[src/bfd_pkg.sv]
// Shared types, constants and helpers for the box filter downscaler.
package bfd_pkg;

    // Geometry limits
    localparam int TARGET_SIZE    = 128;
    localparam int MAX_SOURCE_DIM = 4096;

    localparam int DIM_W   = 13;   // source size register
    localparam int POS_W   = 12;   // source column / row counter
    localparam int BOX_W   = 7;    // output column / row index
    localparam int SIZE_W  = 8;    // output size
    localparam int REM_W   = 8;    // boundary fraction, below the output size
    localparam int SPAN_W  = 7;    // one box side in source pixels
    localparam int CNT_W   = 14;   // pixels in one box
    localparam int SUM_W   = 20;   // per-channel box sum
    localparam int CHAN_W  = 8;
    localparam int DVD_W   = 20;   // dividend of the size divider
    localparam int STEP_W  = 5;    // divider step counter

    localparam int SUMS_W  = 3 * SUM_W;
    localparam int COL_DEPTH = TARGET_SIZE;

    localparam int QUEUE_DEPTH = 4;
    localparam int QPTR_W      = 2;
    localparam int QCNT_W      = 3;

    // Configuration register indexes
    localparam int CFG_IDX_W = 2;
    localparam logic [CFG_IDX_W-1:0] REG_SOURCE_WIDTH  = 2'd0;
    localparam logic [CFG_IDX_W-1:0] REG_SOURCE_HEIGHT = 2'd1;

    localparam logic [DIM_W-1:0] TARGET_DIM = DIM_W'(TARGET_SIZE);
    localparam logic [DIM_W-1:0] MAX_DIM    = DIM_W'(MAX_SOURCE_DIM);

    typedef struct packed {
        logic [CHAN_W-1:0] red_in;
        logic [CHAN_W-1:0] green_in;
        logic [CHAN_W-1:0] blue_in;
    } pix_t;

    typedef struct packed {
        logic [CHAN_W-1:0] red_out;
        logic [CHAN_W-1:0] green_out;
        logic [CHAN_W-1:0] blue_out;
        logic [BOX_W-1:0]  out_x;
        logic [BOX_W-1:0]  out_y;
        logic [SIZE_W-1:0] thumb_width;
        logic [SIZE_W-1:0] thumb_height;
        logic              last_of_image;
    } res_t;

    // One finished box, handed from the front to the back
    typedef struct packed {
        logic [SUM_W-1:0]  red_sum;
        logic [SUM_W-1:0]  green_sum;
        logic [SUM_W-1:0]  blue_sum;
        logic [CNT_W-1:0]  count;
        logic [BOX_W-1:0]  x;
        logic [BOX_W-1:0]  y;
        logic [SIZE_W-1:0] width;
        logic [SIZE_W-1:0] height;
        logic              last;
    } box_t;

    // Size register as used: zero reads as one, large values saturate
    function automatic logic [DIM_W-1:0] eff_dim(input logic [DIM_W-1:0] v);
        logic [DIM_W-1:0] r;
        r = v;
        if (v == '0)
            r = DIM_W'(1);
        else if (v > MAX_DIM)
            r = MAX_DIM;
        return r;
    endfunction

endpackage

[src/bfd_back.sv]
// Back part: divides each finished box's sums by its pixel count, holds the result.
module bfd_back import bfd_pkg::*; (
    input  logic clk,
    input  logic rst_n,
    input  logic q_empty,
    output logic q_pop,
    input  box_t q_word,
    output logic empty,
    input  logic pop,
    output res_t result
);

    logic              busy_reg, done_reg, out_valid_reg;
    logic [STEP_W-1:0] step_reg;
    logic [SUM_W-1:0]  quo_reg [3];
    logic [CNT_W-1:0]  rem_reg [3];
    box_t              meta_reg;
    res_t              out_reg;

    logic [CNT_W:0]    sh   [3];
    logic              ge   [3];
    logic [SUM_W-1:0]  quo_new [3];
    logic [CNT_W-1:0]  rem_new [3];
    logic              load_out;

    assign q_pop    = !busy_reg && !q_empty;
    assign empty    = !out_valid_reg;
    assign result   = out_reg;
    assign load_out = busy_reg && done_reg && (!out_valid_reg || pop);

    // One restoring step per channel
    always_comb
    begin
        for (int c = 0; c < 3; c++)
        begin
            sh[c]      = {rem_reg[c], quo_reg[c][SUM_W-1]};
            ge[c]      = (sh[c] >= {1'b0, meta_reg.count});
            rem_new[c] = ge[c] ? CNT_W'(sh[c] - {1'b0, meta_reg.count}) : sh[c][CNT_W-1:0];
            quo_new[c] = {quo_reg[c][SUM_W-2:0], ge[c]};
        end
    end

    always_ff @(posedge clk or negedge rst_n)
    begin
        if (!rst_n)
        begin
            busy_reg      <= 1'b0;
            done_reg      <= 1'b0;
            out_valid_reg <= 1'b0;
            step_reg      <= '0;
            meta_reg      <= '0;
            out_reg       <= '0;
            for (int c = 0; c < 3; c++)
            begin
                quo_reg[c] <= '0;
                rem_reg[c] <= '0;
            end
        end
        else
        begin
            // take a new box word
            if (q_pop)
            begin
                busy_reg   <= 1'b1;
                done_reg   <= 1'b0;
                step_reg   <= '0;
                meta_reg   <= q_word;
                quo_reg[0] <= q_word.red_sum;
                quo_reg[1] <= q_word.green_sum;
                quo_reg[2] <= q_word.blue_sum;
                for (int c = 0; c < 3; c++)
                    rem_reg[c] <= '0;
            end
            else if (busy_reg && !done_reg)
            begin
                step_reg <= step_reg + STEP_W'(1);
                for (int c = 0; c < 3; c++)
                begin
                    quo_reg[c] <= quo_new[c];
                    rem_reg[c] <= rem_new[c];
                end
                if (step_reg == STEP_W'(SUM_W - 1))
                    done_reg <= 1'b1;
            end

            // output register
            if (load_out)
            begin
                busy_reg              <= 1'b0;
                out_valid_reg         <= 1'b1;
                out_reg.red_out       <= quo_reg[0][CHAN_W-1:0];
                out_reg.green_out     <= quo_reg[1][CHAN_W-1:0];
                out_reg.blue_out      <= quo_reg[2][CHAN_W-1:0];
                out_reg.out_x         <= meta_reg.x;
                out_reg.out_y         <= meta_reg.y;
                out_reg.thumb_width   <= meta_reg.width;
                out_reg.thumb_height  <= meta_reg.height;
                out_reg.last_of_image <= meta_reg.last;
            end
            else if (pop && out_valid_reg)
            begin
                out_valid_reg <= 1'b0;
            end
        end
    end

endmodule

[config.mk]
export PLATFORM = sky130hd
export DESIGN_NAME = bfd_back
export DESIGN_NICKNAME = d
export VERILOG_FILES = /design/src/bfd_pkg.sv /design/src/bfd_back.sv
export SDC_FILE = /design/constraint.sdc
export NUM_CORES = 1
export LEC_CHECK = 0
export BUFFER_PORTS_ARGS = -buffer_cell sky130_fd_sc_hd__buf_2
export CORE_MARGIN = 8
export CORE_UTILIZATION = 50
export DETAILED_ROUTE_END_ITERATION = 12
export PLACE_DENSITY = 0.72
export SETUP_SLACK_MARGIN = 0.15
export SYNTH_ARGS = -nofsm -noshare
export SYNTH_HDL_FRONTEND = slang
export SYNTH_SLANG_ARGS = --single-unit
[constraint.sdc]
create_clock -name clk -period 6.5 [get_ports clk]
set_input_delay 1.3 -clock clk [delete_from_list [all_inputs] [get_ports clk]]
set_output_delay 1.3 -clock clk [all_outputs]
set_load 0.05 [all_outputs]
[Word level (Yosys, flattened, before mapping)]
Cells that the tools add are included.
Word-level totals
  output and inout bits: 57
  latch bits: 0
  logic and storage cells: 63
  memories kept: 0
  input bits: 109
  RAM bits: 0
  register bits: 210
  ROM bits: 0
Operators by class
  shift-type cells: 0
  bitwise gates (word level): 0
  equal/unequal tests: 1
  multiplexer cells: 16
  multiply operators: 0
  $lt $le $gt $ge: 3
  divide/modulo/power cells: 0
  reductions and logical operators: 15
  $add $sub $neg: 4
Operators by type and width (number)
  two-way mux 60 bit: 2
  two-way mux 42 bit: 2
  greater-or-equal comparator 15 x 14 -> 1 bit: 3
  two-way mux 14 bit: 3
  subtractor 14 bit: 3
  two-way mux 5 bit: 2
  nonzero test 2 bit: 4
  two-way mux 1 bit: 7
  adder 5 x 1 -> 5 bit, second input constant: 1
  == test 5 bit, second input constant: 1
  logical AND 1 bit: 5
  logical NOT 1 bit: 4
  AND reduction 2 bit: 1
  logical OR 1 bit: 1

[Depth between registers and ports, before layout]
  word-level depth: 4
  mapped depth: 11
  gate-level depth less buffers: 10

[Worst setup path before layout]
OpenSTA, ideal clock, no wires.
  path type: in2out
  from: input q_empty
  to: output q_pop
  setup slack: 2601 ps
  stages: 4
  required time: 5200 ps
  arrival: 2599 ps
  buffers on the path: 2
  cell sequence: or2_2 inv_2 clkbuf_1 clkbuf_1
Between the ends
  cells in the longest elaborated chain, start to end: 2
Ends and longest elaborated chain
  from (decl): RTL line bfd_back.sv:5  | input logic q_empty,
  logical NOT 1 bit: RTL line bfd_back.sv:26  | assign q_pop = !busy_reg && !q_empty;
  logical AND 1 bit: RTL line bfd_back.sv:26
  to (decl): RTL line bfd_back.sv:6  | output logic q_pop,
Every way passes these cells.

[Final worst setup path]
Ends and elaborated chain as after synthesis.

==> out/qor.yml <==
sta:
  fin_crit_sh: 0.595
  drv_slew: 0
  tightest_slew_ps: 1120
  fmax_mhz: 259
  max_slew_margin: 0.249
  setup_viol: 0
  min_period_ps: 3860
  rsz0062_at_grt: "false"
  skew_ps: 24.0
  finalSetupTns_ps: 0
  hold_viol_final: 0
global_route:
  grt_pass1_wl_mm: 43.6
  grtUsageTotal: 0.201
  overflow: 0
  antenna_found_initial: 5
  first_global_vias: 8467
  grt_max_degree: 109
final_layout:
  multi_input_area_um2: 4860
  fin_util: 0.592
  fillers: 1787
  fin_cells: 1484
  final_common_cell: "nand2_1"
  area_delta_synth_final_pct: 17.8
  regArea_um2: 5260
  largest_reg_flops: 57
  layout_common_cells: "263 x nand2_1, 210 x dfrtp_1, 164 x buf_2"
  num-nets-final: 1345
  drive_gt1_frac: 0.223
clock_tree:
  cts-resized-gates: 0
  postCtsHoldBufs: 0
  clk_pin_slew_ps: 60
  cts_made_buffers: 24
  cts_sinks: 210
  clock_latency_ps: 520
  root_buffer: "clkbuf_16"
  cts_tree: "built"
  h-tree-depth: 1
  postCtsSetupRepairBufs: 0
  cts_buffer_depth: 3
floorplan:
  die_area_um2: 25800
  rows: 53
  start_util: 0.503
  core_area_um2: 20800
  io_pins: 166
  dieWidth_um: 160
  die_y_um: 160
place:
  gp_congestion: 0.866
  dp.cells: 1439
  dp_hpwl_mm: 17.8
  port_buffers: 165
power:
  power_mw: 8.23
  p_leak_nw: 6.00
  power_density_nw_per_um2: 670
  ir_worst_vdd_mv: 0.362
detailed_routing:
  drtIter0Drc: 573
  drc: 0
  dr.pass1.iters: 5
  vias: 8331
  wl_mm: 26.2
  ant_nets: 0
  routedWlPerCell_um: 17.7
  avgViaCountPerCell: 5.61
synth:
  syn_avg_cell_area_um2: 9.96
  seq_area_frac_synth: 0.503
  async_reset_ff_frac: 1.00
  synthTopCellsByArea: "dfrtp_1 50%, nand2_1 9.5%, ha_1 5.2%, mux2_2 4.2%, a22oi_1 4.1%"
  ys_seq_elements: 210
  syn_area_um2: 10400
  ys.flop_type: "dfrtp_1"
  yosys.area.top_type: "dfrtp_1"
  synth_warnings: 0
  syn_nets: 1203
  synth_cell_types: 66
  synth_cells: 1048
  synth-edff-count: 0
  synth_top_area_share: 0.503
critical_path:
  cp.required_ps: 5200
  critical_path.startpoint_type: "input pin"
  crit_type: "in2out"
  crit_arrival_ps: 2560
  cp_slowest_cell: "buf_2"
  cpMostUsedCell: "buf_2"
  rrSetupSlack_ps: 3160
  cp_max_fo: 38
  cp_slowest_stage_delay_ps: 320
  crit_chain: "buf_2 -> or2_2 -> buf_4 -> inv_4 -> buf_2"
  cp-end-kind: "output pin"
min_path:
  hold_path_class: "reg2reg"
outcome:
  status: "completed"
run:
  cap_viol_max_count: 0
metrics by stage:
stage / hold WS, ps / instance area [um^2] / worst slack, ps
5_1_grt: 494 / 12300 / 2560
4_1_cts: 472 / 12300 / 2640
6_report: 467 / 12300 / 2640
2_1_floorplan: 440 / 10400 / 2600
3_5_place_dp: 457 / 11500 / 2640
3_3_place_gp: 452 / 11500 / 2650
cells in the mapped netlist, types with 7 or more instances:
cell type / count
nor3_1: 15
clkbuf_1: 40
nor2b_1: 7
a32oi_1: 18
mux2_2: 39
o21a_1: 9
nand4_1: 8
nand2b_1: 7
mux2_1: 16
o311ai_1: 7
nand3_1: 20
ha_1: 43
buf_2: 13
xnor2_1: 21
a21o_1: 11
nand2_1: 263
a22oi_1: 57
a21oi_1: 29
mux2i_1: 12
o21ai_1: 36
inv_1: 26
o21ai_0: 25
o211ai_1: 7
dfrtp_1: 210
nor2_1: 27
xor2_1: 10
report_power, final:
| part | total [mW] | internal, mW | switching (mW) | leakage (nW) |
|---|---|---|---|---|
| sequential | 2.37 | 1.96 | 0.406 | 2.61 |
| clock | 1.37 | 0.828 | 0.544 | 0.404 |
| combinational | 4.49 | 1.72 | 2.77 | 2.99 |
layer usage:
metal  up-vias  GRT usage  wire length (um)
met5         -          0                34
met4         6     0.0544               571
met3        49     0.0479              1600
met2       206      0.316             12200
met1      4079      0.274             11900
li1       3991          -                 -
path summary, 6_finish.rpt:
check	start	endpoint	cells past startpoint
hold reg to reg	meta_reg[14]	meta_reg[14]	2
hold / removal	meta_reg[14]	meta_reg[14]	2
setup reg to reg	meta_reg[32]	rem_reg[24]	9
setup / recovery	q_empty	q_pop	5
max in group asynchronous	rst_n	rem_reg[1]	2
min in group asynchronous	rst_n	rem_reg[19]	1
layout make-up:
type	instances	share of cell area
multi-input cells	752	0.395
repair buffers	174	0.0735
well taps	275	0.0280
clock inverters	11	0.0103
inverters	28	0.00875
diodes	2	0.000407
clock buffers	32	0.0562
flip-flops and latches	210	0.427
critical path, delay by kind of cell:
family	cells	cell delay [ps]
buffers and inverters	4	950
and+or+nand+nor	1	280
cells by family after synthesis:
family                   synth area share
multiplexers                       0.0708
buffers and inverters              0.0332
XOR/XNOR                           0.0260
AO/OA/AOI/OAI                       0.164
adder cells (fa/ha/maj)            0.0573
flip-flops                          0.503
AND/OR/NAND/NOR                     0.145
(Power assumes the default switching activity.)
