$ cat config.mk
export PLATFORM = sky130hd
export DESIGN_NAME = bfd_queue
export DESIGN_NICKNAME = d
export VERILOG_FILES = /design/src/bfd_pkg.sv /design/src/bfd_queue.sv
export SDC_FILE = /design/constraint.sdc
export NUM_CORES = 1
export LEC_CHECK = 0
export ABC_AREA = 1
export ABC_CLOCK_PERIOD_IN_PS = 5100
export BUFFER_PORTS_ARGS = -buffer_cell sky130_fd_sc_hd__buf_4
export CAP_MARGIN = 30
export CORE_ASPECT_RATIO = 1.1
export CORE_MARGIN = 3
export CORE_UTILIZATION = 52
export DETAILED_ROUTE_END_ITERATION = 8
export PLACE_DENSITY = 0.76
export SLEW_MARGIN = 20
export SYNTH_ARGS = -nofsm -noshare
export SYNTH_HDL_FRONTEND = slang
export SYNTH_SLANG_ARGS = --single-unit
$ cat constraint.sdc
create_clock -name clk -period 5.1 [get_ports clk]
set_input_delay 0.51 -clock clk [delete_from_list [all_inputs] [get_ports clk]]
set_output_delay 0.51 -clock clk [all_outputs]
set_load 0.01 [all_outputs]
$ cat src/bfd_pkg.sv
// Shared types, constants and helpers for the box filter downscaler.
package bfd_pkg;

    // Geometry limits
    localparam int TARGET_SIZE    = 128;
    localparam int MAX_SOURCE_DIM = 4096;

    localparam int DIM_W   = 13;   // source size register
    localparam int POS_W   = 12;   // source column / row counter
    localparam int BOX_W   = 7;    // output column / row index
    localparam int SIZE_W  = 8;    // output size
    localparam int REM_W   = 8;    // boundary fraction, below the output size
    localparam int SPAN_W  = 7;    // one box side in source pixels
    localparam int CNT_W   = 14;   // pixels in one box
    localparam int SUM_W   = 20;   // per-channel box sum
    localparam int CHAN_W  = 8;
    localparam int DVD_W   = 20;   // dividend of the size divider
    localparam int STEP_W  = 5;    // divider step counter

    localparam int SUMS_W  = 3 * SUM_W;
    localparam int COL_DEPTH = TARGET_SIZE;

    localparam int QUEUE_DEPTH = 4;
    localparam int QPTR_W      = 2;
    localparam int QCNT_W      = 3;

    // Configuration register indexes
    localparam int CFG_IDX_W = 2;
    localparam logic [CFG_IDX_W-1:0] REG_SOURCE_WIDTH  = 2'd0;
    localparam logic [CFG_IDX_W-1:0] REG_SOURCE_HEIGHT = 2'd1;

    localparam logic [DIM_W-1:0] TARGET_DIM = DIM_W'(TARGET_SIZE);
    localparam logic [DIM_W-1:0] MAX_DIM    = DIM_W'(MAX_SOURCE_DIM);

    typedef struct packed {
        logic [CHAN_W-1:0] red_in;
        logic [CHAN_W-1:0] green_in;
        logic [CHAN_W-1:0] blue_in;
    } pix_t;

    typedef struct packed {
        logic [CHAN_W-1:0] red_out;
        logic [CHAN_W-1:0] green_out;
        logic [CHAN_W-1:0] blue_out;
        logic [BOX_W-1:0]  out_x;
        logic [BOX_W-1:0]  out_y;
        logic [SIZE_W-1:0] thumb_width;
        logic [SIZE_W-1:0] thumb_height;
        logic              last_of_image;
    } res_t;

    // One finished box, handed from the front to the back
    typedef struct packed {
        logic [SUM_W-1:0]  red_sum;
        logic [SUM_W-1:0]  green_sum;
        logic [SUM_W-1:0]  blue_sum;
        logic [CNT_W-1:0]  count;
        logic [BOX_W-1:0]  x;
        logic [BOX_W-1:0]  y;
        logic [SIZE_W-1:0] width;
        logic [SIZE_W-1:0] height;
        logic              last;
    } box_t;

    // Size register as used: zero reads as one, large values saturate
    function automatic logic [DIM_W-1:0] eff_dim(input logic [DIM_W-1:0] v);
        logic [DIM_W-1:0] r;
        r = v;
        if (v == '0)
            r = DIM_W'(1);
        else if (v > MAX_DIM)
            r = MAX_DIM;
        return r;
    endfunction

endpackage

$ cat src/bfd_queue.sv
// Short queue of finished boxes between the front and the back.
module bfd_queue import bfd_pkg::*; (
    input  logic clk,
    input  logic rst_n,
    input  logic wr,
    output logic full,
    input  box_t wdata,
    input  logic rd,
    output logic empty,
    output box_t rdata
);

    box_t              mem [QUEUE_DEPTH];
    logic [QPTR_W-1:0] wptr_reg, rptr_reg;
    logic [QCNT_W-1:0] cnt_reg;
    logic              do_wr, do_rd;

    assign full  = (cnt_reg == QCNT_W'(QUEUE_DEPTH));
    assign empty = (cnt_reg == '0);
    assign do_wr = wr && !full;
    assign do_rd = rd && !empty;
    assign rdata = mem[rptr_reg];

    // Storage
    always_ff @(posedge clk)
    begin
        if (do_wr)
            mem[wptr_reg] <= wdata;
    end

    // Pointers and fill level
    always_ff @(posedge clk or negedge rst_n)
    begin
        if (!rst_n)
        begin
            wptr_reg <= '0;
            rptr_reg <= '0;
            cnt_reg  <= '0;
        end
        else
        begin
            if (do_wr)
                wptr_reg <= wptr_reg + QPTR_W'(1);
            if (do_rd)
                rptr_reg <= rptr_reg + QPTR_W'(1);
            if (do_wr && !do_rd)
                cnt_reg <= cnt_reg + QCNT_W'(1);
            else if (do_rd && !do_wr)
                cnt_reg <= cnt_reg - QCNT_W'(1);
        end
    end

endmodule

* Word-level counts from Yosys, hierarchy flattened
Memories as Yosys holds them, arrays and structs flattened.
Index checks and enable logic that the tools add are counted.
** Word-level totals
- Logic and storage cells :: 23
- Bits of input ports :: 109
- Memory bits (writable) :: 420
- Memories :: 1
- Register bits :: 7
** Memories
- mem :: depth 4, width 105, read ports 1, clocked after Yosys merged registers in 0, wr ports 1, RTL line bfd_queue.sv:13 : box_t mem [QUEUE_DEPTH];
** Cells by class
- Add/subtract/negate cells :: 4
- Reductions and logical operators :: 10
- Mux-type cells :: 4
- Equality and inequality tests :: 1
** Operators with widths (count)
- 2-to-1 mux 3 bit :: 2
- adder 2 x 1 -> 2 bit, second input constant :: 2
- logical AND 1 bit :: 4
- logical NOT 1 bit :: 4
- adder 3 x 1 -> 3 bit, second input constant :: 1
- equality test 3 bit, second input constant :: 1
- logical NOT 3 bit :: 1
- subtractor 3 x 1 -> 3 bit, second input constant :: 1
- 2-to-1 mux 1 bit :: 2
- nonzero test 2 bit :: 1

* Depth between registers and ports, before layout
Gate-level depths: netlist of run 1.
- Word-level depth :: 7
- Gate-level depth with buffers :: 12

* Worst setup path before layout of run 1
Ideal clock, no wire load.
- Path type :: register to register
- Start :: register cnt_reg[0]
- End :: memory mem[0][0] in the netlist's numbering (enable)
- Required time :: 4530 ps
- Arrival time :: 5094 ps
- Stages on the path, launching flop included :: 5
- Path slack :: -564 ps
- Library setup time :: 570 ps
- Cells stage by stage :: dfrtp_1 > inv_1 > nand3_1 > nand2_1 > nor2_1
** On the way
- Longest elaborated chain between the ends :: 5
** RTL lines
- start, declared :: RTL line bfd_queue.sv:15 : logic [QCNT_W-1:0] cnt_reg;
- start signal, assigned :: RTL line bfd_queue.sv:47 : cnt_reg <= cnt_reg + QCNT_W'(1);
- start signal, assigned :: RTL line bfd_queue.sv:49 : cnt_reg <= cnt_reg - QCNT_W'(1);
- equality test 3 bit :: RTL line bfd_queue.sv:18 : assign full = (cnt_reg == QCNT_W'(QUEUE_DEPTH));
- logical NOT 1 bit :: RTL line bfd_queue.sv:20 : assign do_wr = wr && !full;
- logical AND 1 bit :: RTL line bfd_queue.sv:20
- 2-to-1 mux 1 bit :: RTL line bfd_queue.sv:27 : if (do_wr)
- 2-to-1 mux 1 bit (implied by the code) :: RTL line bfd_queue.sv:28 : mem[wptr_reg] <= wdata;
- end, declared :: RTL line bfd_queue.sv:13
No other way between the ends.

==> flow_summary.yaml, run 1 <==
routing:
  route.antenna.remaining_nets: 0
  dr_total_vias: 10080
  postRouteWirelength_um: 33840
  first_pass_iters: 5
  drt_iter0_drc: 691
  vias_per_cell: 5.185
  avgRoutedWirePerCell_um: 17.42
  route.detailed.drc: 0
critical_path:
  timing.critical_path.arrival_ps: 2870
  worst_setup_path_start_kind: "flip-flop"
  cp.required_ps: 4590
  ff2ff_path_depth: 5
  cp-end-kind: "primary output"
  worstReg2RegStart: "cnt_reg[0]$_DFFE_PN0P_"
  critPathKind: "reg -> out"
  critPathLaunch: "rptr_reg[0]$_DFFE_PN0P_"
  worst-r2r-setup-slack_ps: 2320
  crit-reg2reg-capture: "mem[2][76]$_DFFE_PP_"
  critical_path.max_fanout: 184
pwr:
  ir_drop_mv: 0.4566
  static-leakage-power_nw: 8.175
  pwr_density_cell_nw_per_um2: 584.6
die:
  top_level_i_o_count: 216
  floorplan.die.height_um: 196.0
  placeableCoreArea_um2: 31910
  placement_rows: 68
  die_footprint_um2: 35050
  die_w_um: 178.8
  starting_density_pct: 53.51
cts:
  cts_tree: "done"
  cts_root_buf: "sky130_fd_sc_hd__clkbuf_16"
  postCtsSetupRepairBufs: 0
  worstSkewPairLatency_ps: 520
  cts.htree.levels: 2
  cts_buffers: 42
  clkTransAtPathRegs_ps: 60
  clock-sinks: 427
  max_clock_buf_depth: 3
synthesis:
  synth.avg_cell_area_um2: 13.28
  synth-main-ff-cell: "sky130_fd_sc_hd__edfxtp_1"
  ys_async_sr_fraction_pct: 1.639
  synth.net_count: 1401
  yosysWarningCount: 0
  yosysUniqueCellTypes: 18
  ys_ff_latch: 427
  synth.yosys.seq_area_share_pct: 74.89
  synth_most_common_cell: "sky130_fd_sc_hd__edfxtp_1"
  synth_area_um2: 17070
  synth_common_cells: "sky130_fd_sc_hd__edfxtp_1 (420), sky130_fd_sc_hd__nand2_1 (333), sky130_fd_sc_hd__inv_1 (225)"
  postSynthCellCount: 1286
  synthTopCellsByArea: "sky130_fd_sc_hd__edfxtp_1 (74%), sky130_fd_sc_hd__o211ai_1 (9.2%), sky130_fd_sc_hd__nand2_1 (7.3%)"
  synth_top_area_share_pct: 73.87
  synth_area_leader_cell: "sky130_fd_sc_hd__edfxtp_1"
  synth-edff-count: 420
timing:
  final_max_slew_viol_count: 0
  timing.fmax_mhz: 296.0
  fin_hold_ws_ps: 180.8
  final.setup_skew_ps: 12.16
  final_period_minus_worst_setup_slack_ps: 3378
  grt_setup_unrepaired: "no"
  final_min_period_over_clock_period_pct: 66.24
  hold_violations: 0
  finalSetupViolCount: 0
  max_slew.worst_pin.slew_ps: 998.2
  maxSlewHeadroom_pct: 33.45
flow_run:
  timing.max_cap.violations: 0
placement:
  gp_routability_congestion: 0.7549
  placed_cell_area_um2: 18960
  detailed_place_hpwl_um: 20260
  port-buffer-count: 215
finish:
  post_layout_nets: 1605
  share_of_cells_above_drive_strength_1_pct: 19.38
  synthToLayoutAreaGrowth_pct: 18.98
  final_area_um2: 20310
  largest_register_ff_count: 420
global_route:
  track_usage_pct: 19.15
  globalRouteOverflowTotal: 0
  grt_antenna_before_repair: 3
  grt_first_pass_wirelength_um: 52270
  number_of_global_route_vias_before_repair: 9895
  grt_max_degree: 185
min_path:
  hp-start: "wdata[104]"
  min_delay_path_depth: 1
  worst_hold_path.endpoint: "mem[2][104]$_DFFE_PP_"
  hold_path_class: "in -> reg"
run_status:
  status: "finished clean"
==> critical path, cell delays in order (launching register included) <==
cell and delay (ps):
sky130_fd_sc_hd__dfrtp_1 450, sky130_fd_sc_hd__inv_8 600, sky130_fd_sc_hd__buf_4 730, sky130_fd_sc_hd__nand2_1 170
sky130_fd_sc_hd__o211ai_1 130, sky130_fd_sc_hd__nand2_1 70, sky130_fd_sc_hd__buf_4 140
==> metal layers <==
layer	up-vias	global-route usage [%]	wire length, um
li1	4903	-	-
met1	4868	23.40	13130
met2	241	33.49	17770
met3	59	4.162	1955
met4	4	6.813	963
met5	-	0	24
==> through the flow <==
stage | total power [mW] | setup slack, ps | setup TNS, ps | util (%) | std cells
global placement | 8.880 | 2258 | 0 | 59.33 | 1864
CTS | 12.03 | 1633 | 0 | 63.66 | 1942
detailed placement | 9.029 | 2205 | 0 | 59.42 | 1865
global route | 12.56 | 1440 | 0 | 63.67 | 1943
finish | 11.88 | 1722 | 0 | 63.67 | 1943
floorplan | 7.440 | -564.5 | -237080 | - | 1286
==> cell usage in the layout (no fill, tap or decap), types with 2 or more instances in the layout <==
master,n
sky130_fd_sc_hd__clkbuf_1,5
sky130_fd_sc_hd__inv_1,225
sky130_fd_sc_hd__clkinvlp_4,2
sky130_fd_sc_hd__clkbuf_16,45
sky130_fd_sc_hd__buf_12,3
sky130_fd_sc_hd__ha_1,5
sky130_fd_sc_hd__buf_4,224
sky130_fd_sc_hd__bufinv_16,3
sky130_fd_sc_hd__clkinv_1,11
sky130_fd_sc_hd__nand2_1,333
sky130_fd_sc_hd__nor2_4,4
sky130_fd_sc_hd__dfrtp_1,6
sky130_fd_sc_hd__edfxtp_1,420
sky130_fd_sc_hd__clkinv_2,9
sky130_fd_sc_hd__nand3_1,7
sky130_fd_sc_hd__o211ai_1,210
==> report_power, final <==
group | switching, mW | leakage (nW) | internal (mW)
clock network | 1.23 | 0.660 | 1.75
registers | 0.202 | 3.93 | 4.61
logic | 2.56 | 3.58 | 1.53
==> cell families (layout without fill, tap and decap cells) <==
kind of cell,Yosys count,count (layout),share of synthesized area (%)
DFF,427,427,74.89
AOI/OAI and AO/OA,211,211,9.263
and+or+nand+nor,345,345,7.651
buffers and inverters,296,532,7.658
adders and majority gates,6,6,0.4837
other,0,1,0
xor gates and xnor gates,1,1,0.05131
==> worst max-delay path by stage <==
stage	end	slack, ps	depth (start not counted)
final	rdata[42]	1720	6
after global routing	rdata[39]	1440	6
after CTS	rdata[42]	1630	6
after detailed placement	rdata[42]	2210	6
after global placement	rdata[48]	2260	5
after floorplan	mem[0][0]$_DFFE_PP_	-560	4
==> repair_timing <==
item | 4_1_cts | 5_1_grt
hold endpoints to repair | 7 | 0
resized for setup | 0 | 0
setup endpoints to repair | 0 | 0
hold buffers | 1 | 0
==> area by class of cell <==
type,instances,area [um2]
well taps,420,525.5
repair buffers,229,1779
multi-input cells,563,3009
fillers,2337,11590
clock buffers,50,1145
inverters,227,862.1
clock inverters,26,200.2
flip-flops and latches,427,12790
diodes,1,2.502
Note: power is estimated with default switching activity, not from simulation.
==> inputs of run 2 (changes only) <==
ABC_CLOCK_PERIOD_IN_PS = 2970   (was 5100)
clock period = 2.97 ns   (was 5.1 ns; I/O delays follow)
==> run 2 against run 1 <==
Net effect: final cell count rose by 5.7%; first-iteration DRC count fell by 6.2%; largest cell class unchanged; non-clock buffer count rose by 114; routed wire length rose by 2.9%; utilization rose by 3.8 points; design area rose by 6.0%.
==> flow_summary.yaml, run 2 (synthesis gave the netlist of run 1 again) <==
pwr:
  total_power_mw: 20.69
  ir_drop_mv: 0.7321
  pwr_density_cell_nw_per_um2: 961.0
  static-leakage-power_nw: 8.690
finish:
  share_of_cells_above_drive_strength_1_pct: 18.55
  post_layout_nets: 1718
  nFillCells: 2144
  most_common_cell_after_layout_fill_and_taps_aside: "sky130_fd_sc_hd__edfxtp_1"
  synthToLayoutAreaGrowth_pct: 26.09
  final_area_um2: 21530
  leading_cell_types_in_the_layout_fill_and_taps_excluded: "sky130_fd_sc_hd__edfxtp_1 (420), sky130_fd_sc_hd__nand2_1 (333), sky130_fd_sc_hd__inv_1 (225)"
  largest_register_ff_count: 420
global_route:
  number_of_global_route_vias_before_repair: 10700
  globalRouteOverflowTotal: 0
  grt_first_pass_wirelength_um: 54570
  track_usage_pct: 19.89
  grt_antenna_before_repair: 1
  grt_max_degree: 108
timing:
  maxSlewHeadroom_pct: 57.72
  fin_hold_ws_ps: 41.90
  final_max_slew_viol_count: 0
  setup-tns-final_ps: 0
  timing.fmax_mhz: 387.2
  final_period_minus_worst_setup_slack_ps: 2583
  hold_violations: 0
  finalSetupViolCount: 0
  max_slew.worst_pin.slew_ps: 634.2
  final_min_period_over_clock_period_pct: 86.96
  final.setup.worst_slack_ps: 387.4
  grt_setup_unrepaired: "no"
  final.setup_skew_ps: 17.38
die:
  placeableCoreArea_um2: 31910
  floorplan.die.height_um: 196.0
  top_level_i_o_count: 216
  starting_density_pct: 53.51
  die_footprint_um2: 35050
  placement_rows: 68
  die_w_um: 178.8
critical_path:
  worst_setup_path_start_kind: "flip-flop"
  critPathKind: "reg -> out"
  worst-r2r-setup-slack_ps: 830
  cp-end-kind: "primary output"
  cp.required_ps: 2670
  count_of_buffering_cells_on_the_critical_path_with_inverters_included: 3
  ff2ff_path_depth: 9
  critical_path.max_fanout: 106
  timing.critical_path.slowest_stage_cell: "sky130_fd_sc_hd__inv_8"
  critical_path.top_delay_family: "buffers and inverters"
  crit_path_max_incr_delay_ps: 480
  path_depth: 6
  crit_chain: "inv_8 -> buf_4 -> nand2_1 -> o211ai_1 -> nand2_1 -> buf_4"
  timing.critical_path.arrival_ps: 2290
cts:
  worstSkewPairLatency_ps: 520
  clock-sinks: 427
  cts_tree: "done"
  clkTransAtPathRegs_ps: 60
  cts_root_buf: "sky130_fd_sc_hd__clkbuf_16"
  cts.htree.levels: 2
  cts_buffers: 41
  postCtsSetupRepairBufs: 0
  max_clock_buf_depth: 3
placement:
  gp_routability_congestion: 0.7620
  pre_cts_ws_ps: 847.2
  placed_cell_area_um2: 19170
  detailed_place_hpwl_um: 19410
  port-buffer-count: 215
routing:
  dr_total_vias: 10480
  route.detailed.drc: 0
  first_pass_iters: 5
  drt_iter0_drc: 648
  route.antenna.remaining_nets: 0
  vias_per_cell: 5.102
  postRouteWirelength_um: 34820
  avgRoutedWirePerCell_um: 16.95
min_path:
  hold_path_class: "in -> reg"
  min_delay_path_depth: 3
flow_run:
  timing.max_cap.violations: 0
run_status:
  status: "finished clean"
-- run 2: changes by cell type in the layout (fill, tap and decap cells not counted), moves of 2 or more --
cell                            delta
sky130_fd_sc_hd__clkinv_2          +3
sky130_fd_sc_hd__buf_4             -3
sky130_fd_sc_hd__dlygate4sd3_1   +105
sky130_fd_sc_hd__bufinv_16         +2
sky130_fd_sc_hd__buf_12           +13
sky130_fd_sc_hd__clkinvlp_4        -2
sky130_fd_sc_hd__clkbuf_16         -4
-- run 2: area by class of cell --
| type | instances | area [um2] | share of cell area, % |
|---|---|---|---|
| flip-flops and latches | 427 | 12790 | 59.42 |
| well taps | 420 | 525.5 | 2.441 |
| clock inverters | 28 | 256.5 | 1.191 |
| inverters | 227 | 862.1 | 4.004 |
| diodes | 1 | 2.502 | 0.01162 |
| repair buffers | 343 | 3040 | 14.12 |
| multi-input cells | 563 | 3009 | 13.98 |
| clock buffers | 45 | 1041 | 4.836 |
-- run 2: worst min-delay path, cell delays in order --
cell                      delay, ps
sky130_fd_sc_hd__buf_4           90
sky130_fd_sc_hd__nand3_1         60
sky130_fd_sc_hd__nand2_1         60
-- run 2: report_power, final --
| group | switching, mW | internal, mW |
|---|---|---|
| Clock | 2.07 | 2.96 |
| Sequential | 0.279 | 7.91 |
| Combinational | 4.54 | 2.94 |
-- run 2: stage by stage --
step | util (%) | instances
after global routing | 67.47 | 2054
after global placement | 60.07 | 1874
after detailed placement | 60.07 | 1874
final | 67.47 | 2054
after floorplan | - | 1286
after CTS | 67.47 | 2053
-- run 2: worst paths after layout --
check,from,to
worst min register to register,cnt_reg[2]$_DFFE_PN0P_,cnt_reg[2]$_DFFE_PN0P_
worst min-delay path,wr,wptr_reg[1]$_DFFE_PN0P_
min in group asynchronous,rst_n,wptr_reg[0]$_DFFE_PN0P_
worst max register to register,cnt_reg[0]$_DFFE_PN0P_,cnt_reg[1]$_DFFE_PN0P_
max in group asynchronous,rst_n,rptr_reg[1]$_DFFE_PN0P_
worst max-delay path,rptr_reg[0]$_DFFE_PN0P_,rdata[50]
-- run 2: timing repair --
item                                   4_1_cts  5_1_grt
gates resized for setup                      0        0
hold buffers                               106        0
endpoints found under the hold margin      427        0
-- run 2: metal layers --
layer	vias to the layer above	routed length [um]	global-route usage [%]
li1	5133	-	-
met1	5030	13570	23.54
met2	253	18480	36.13
met3	64	1858	3.871
met4	0	912	6.640
met5	-	0	0
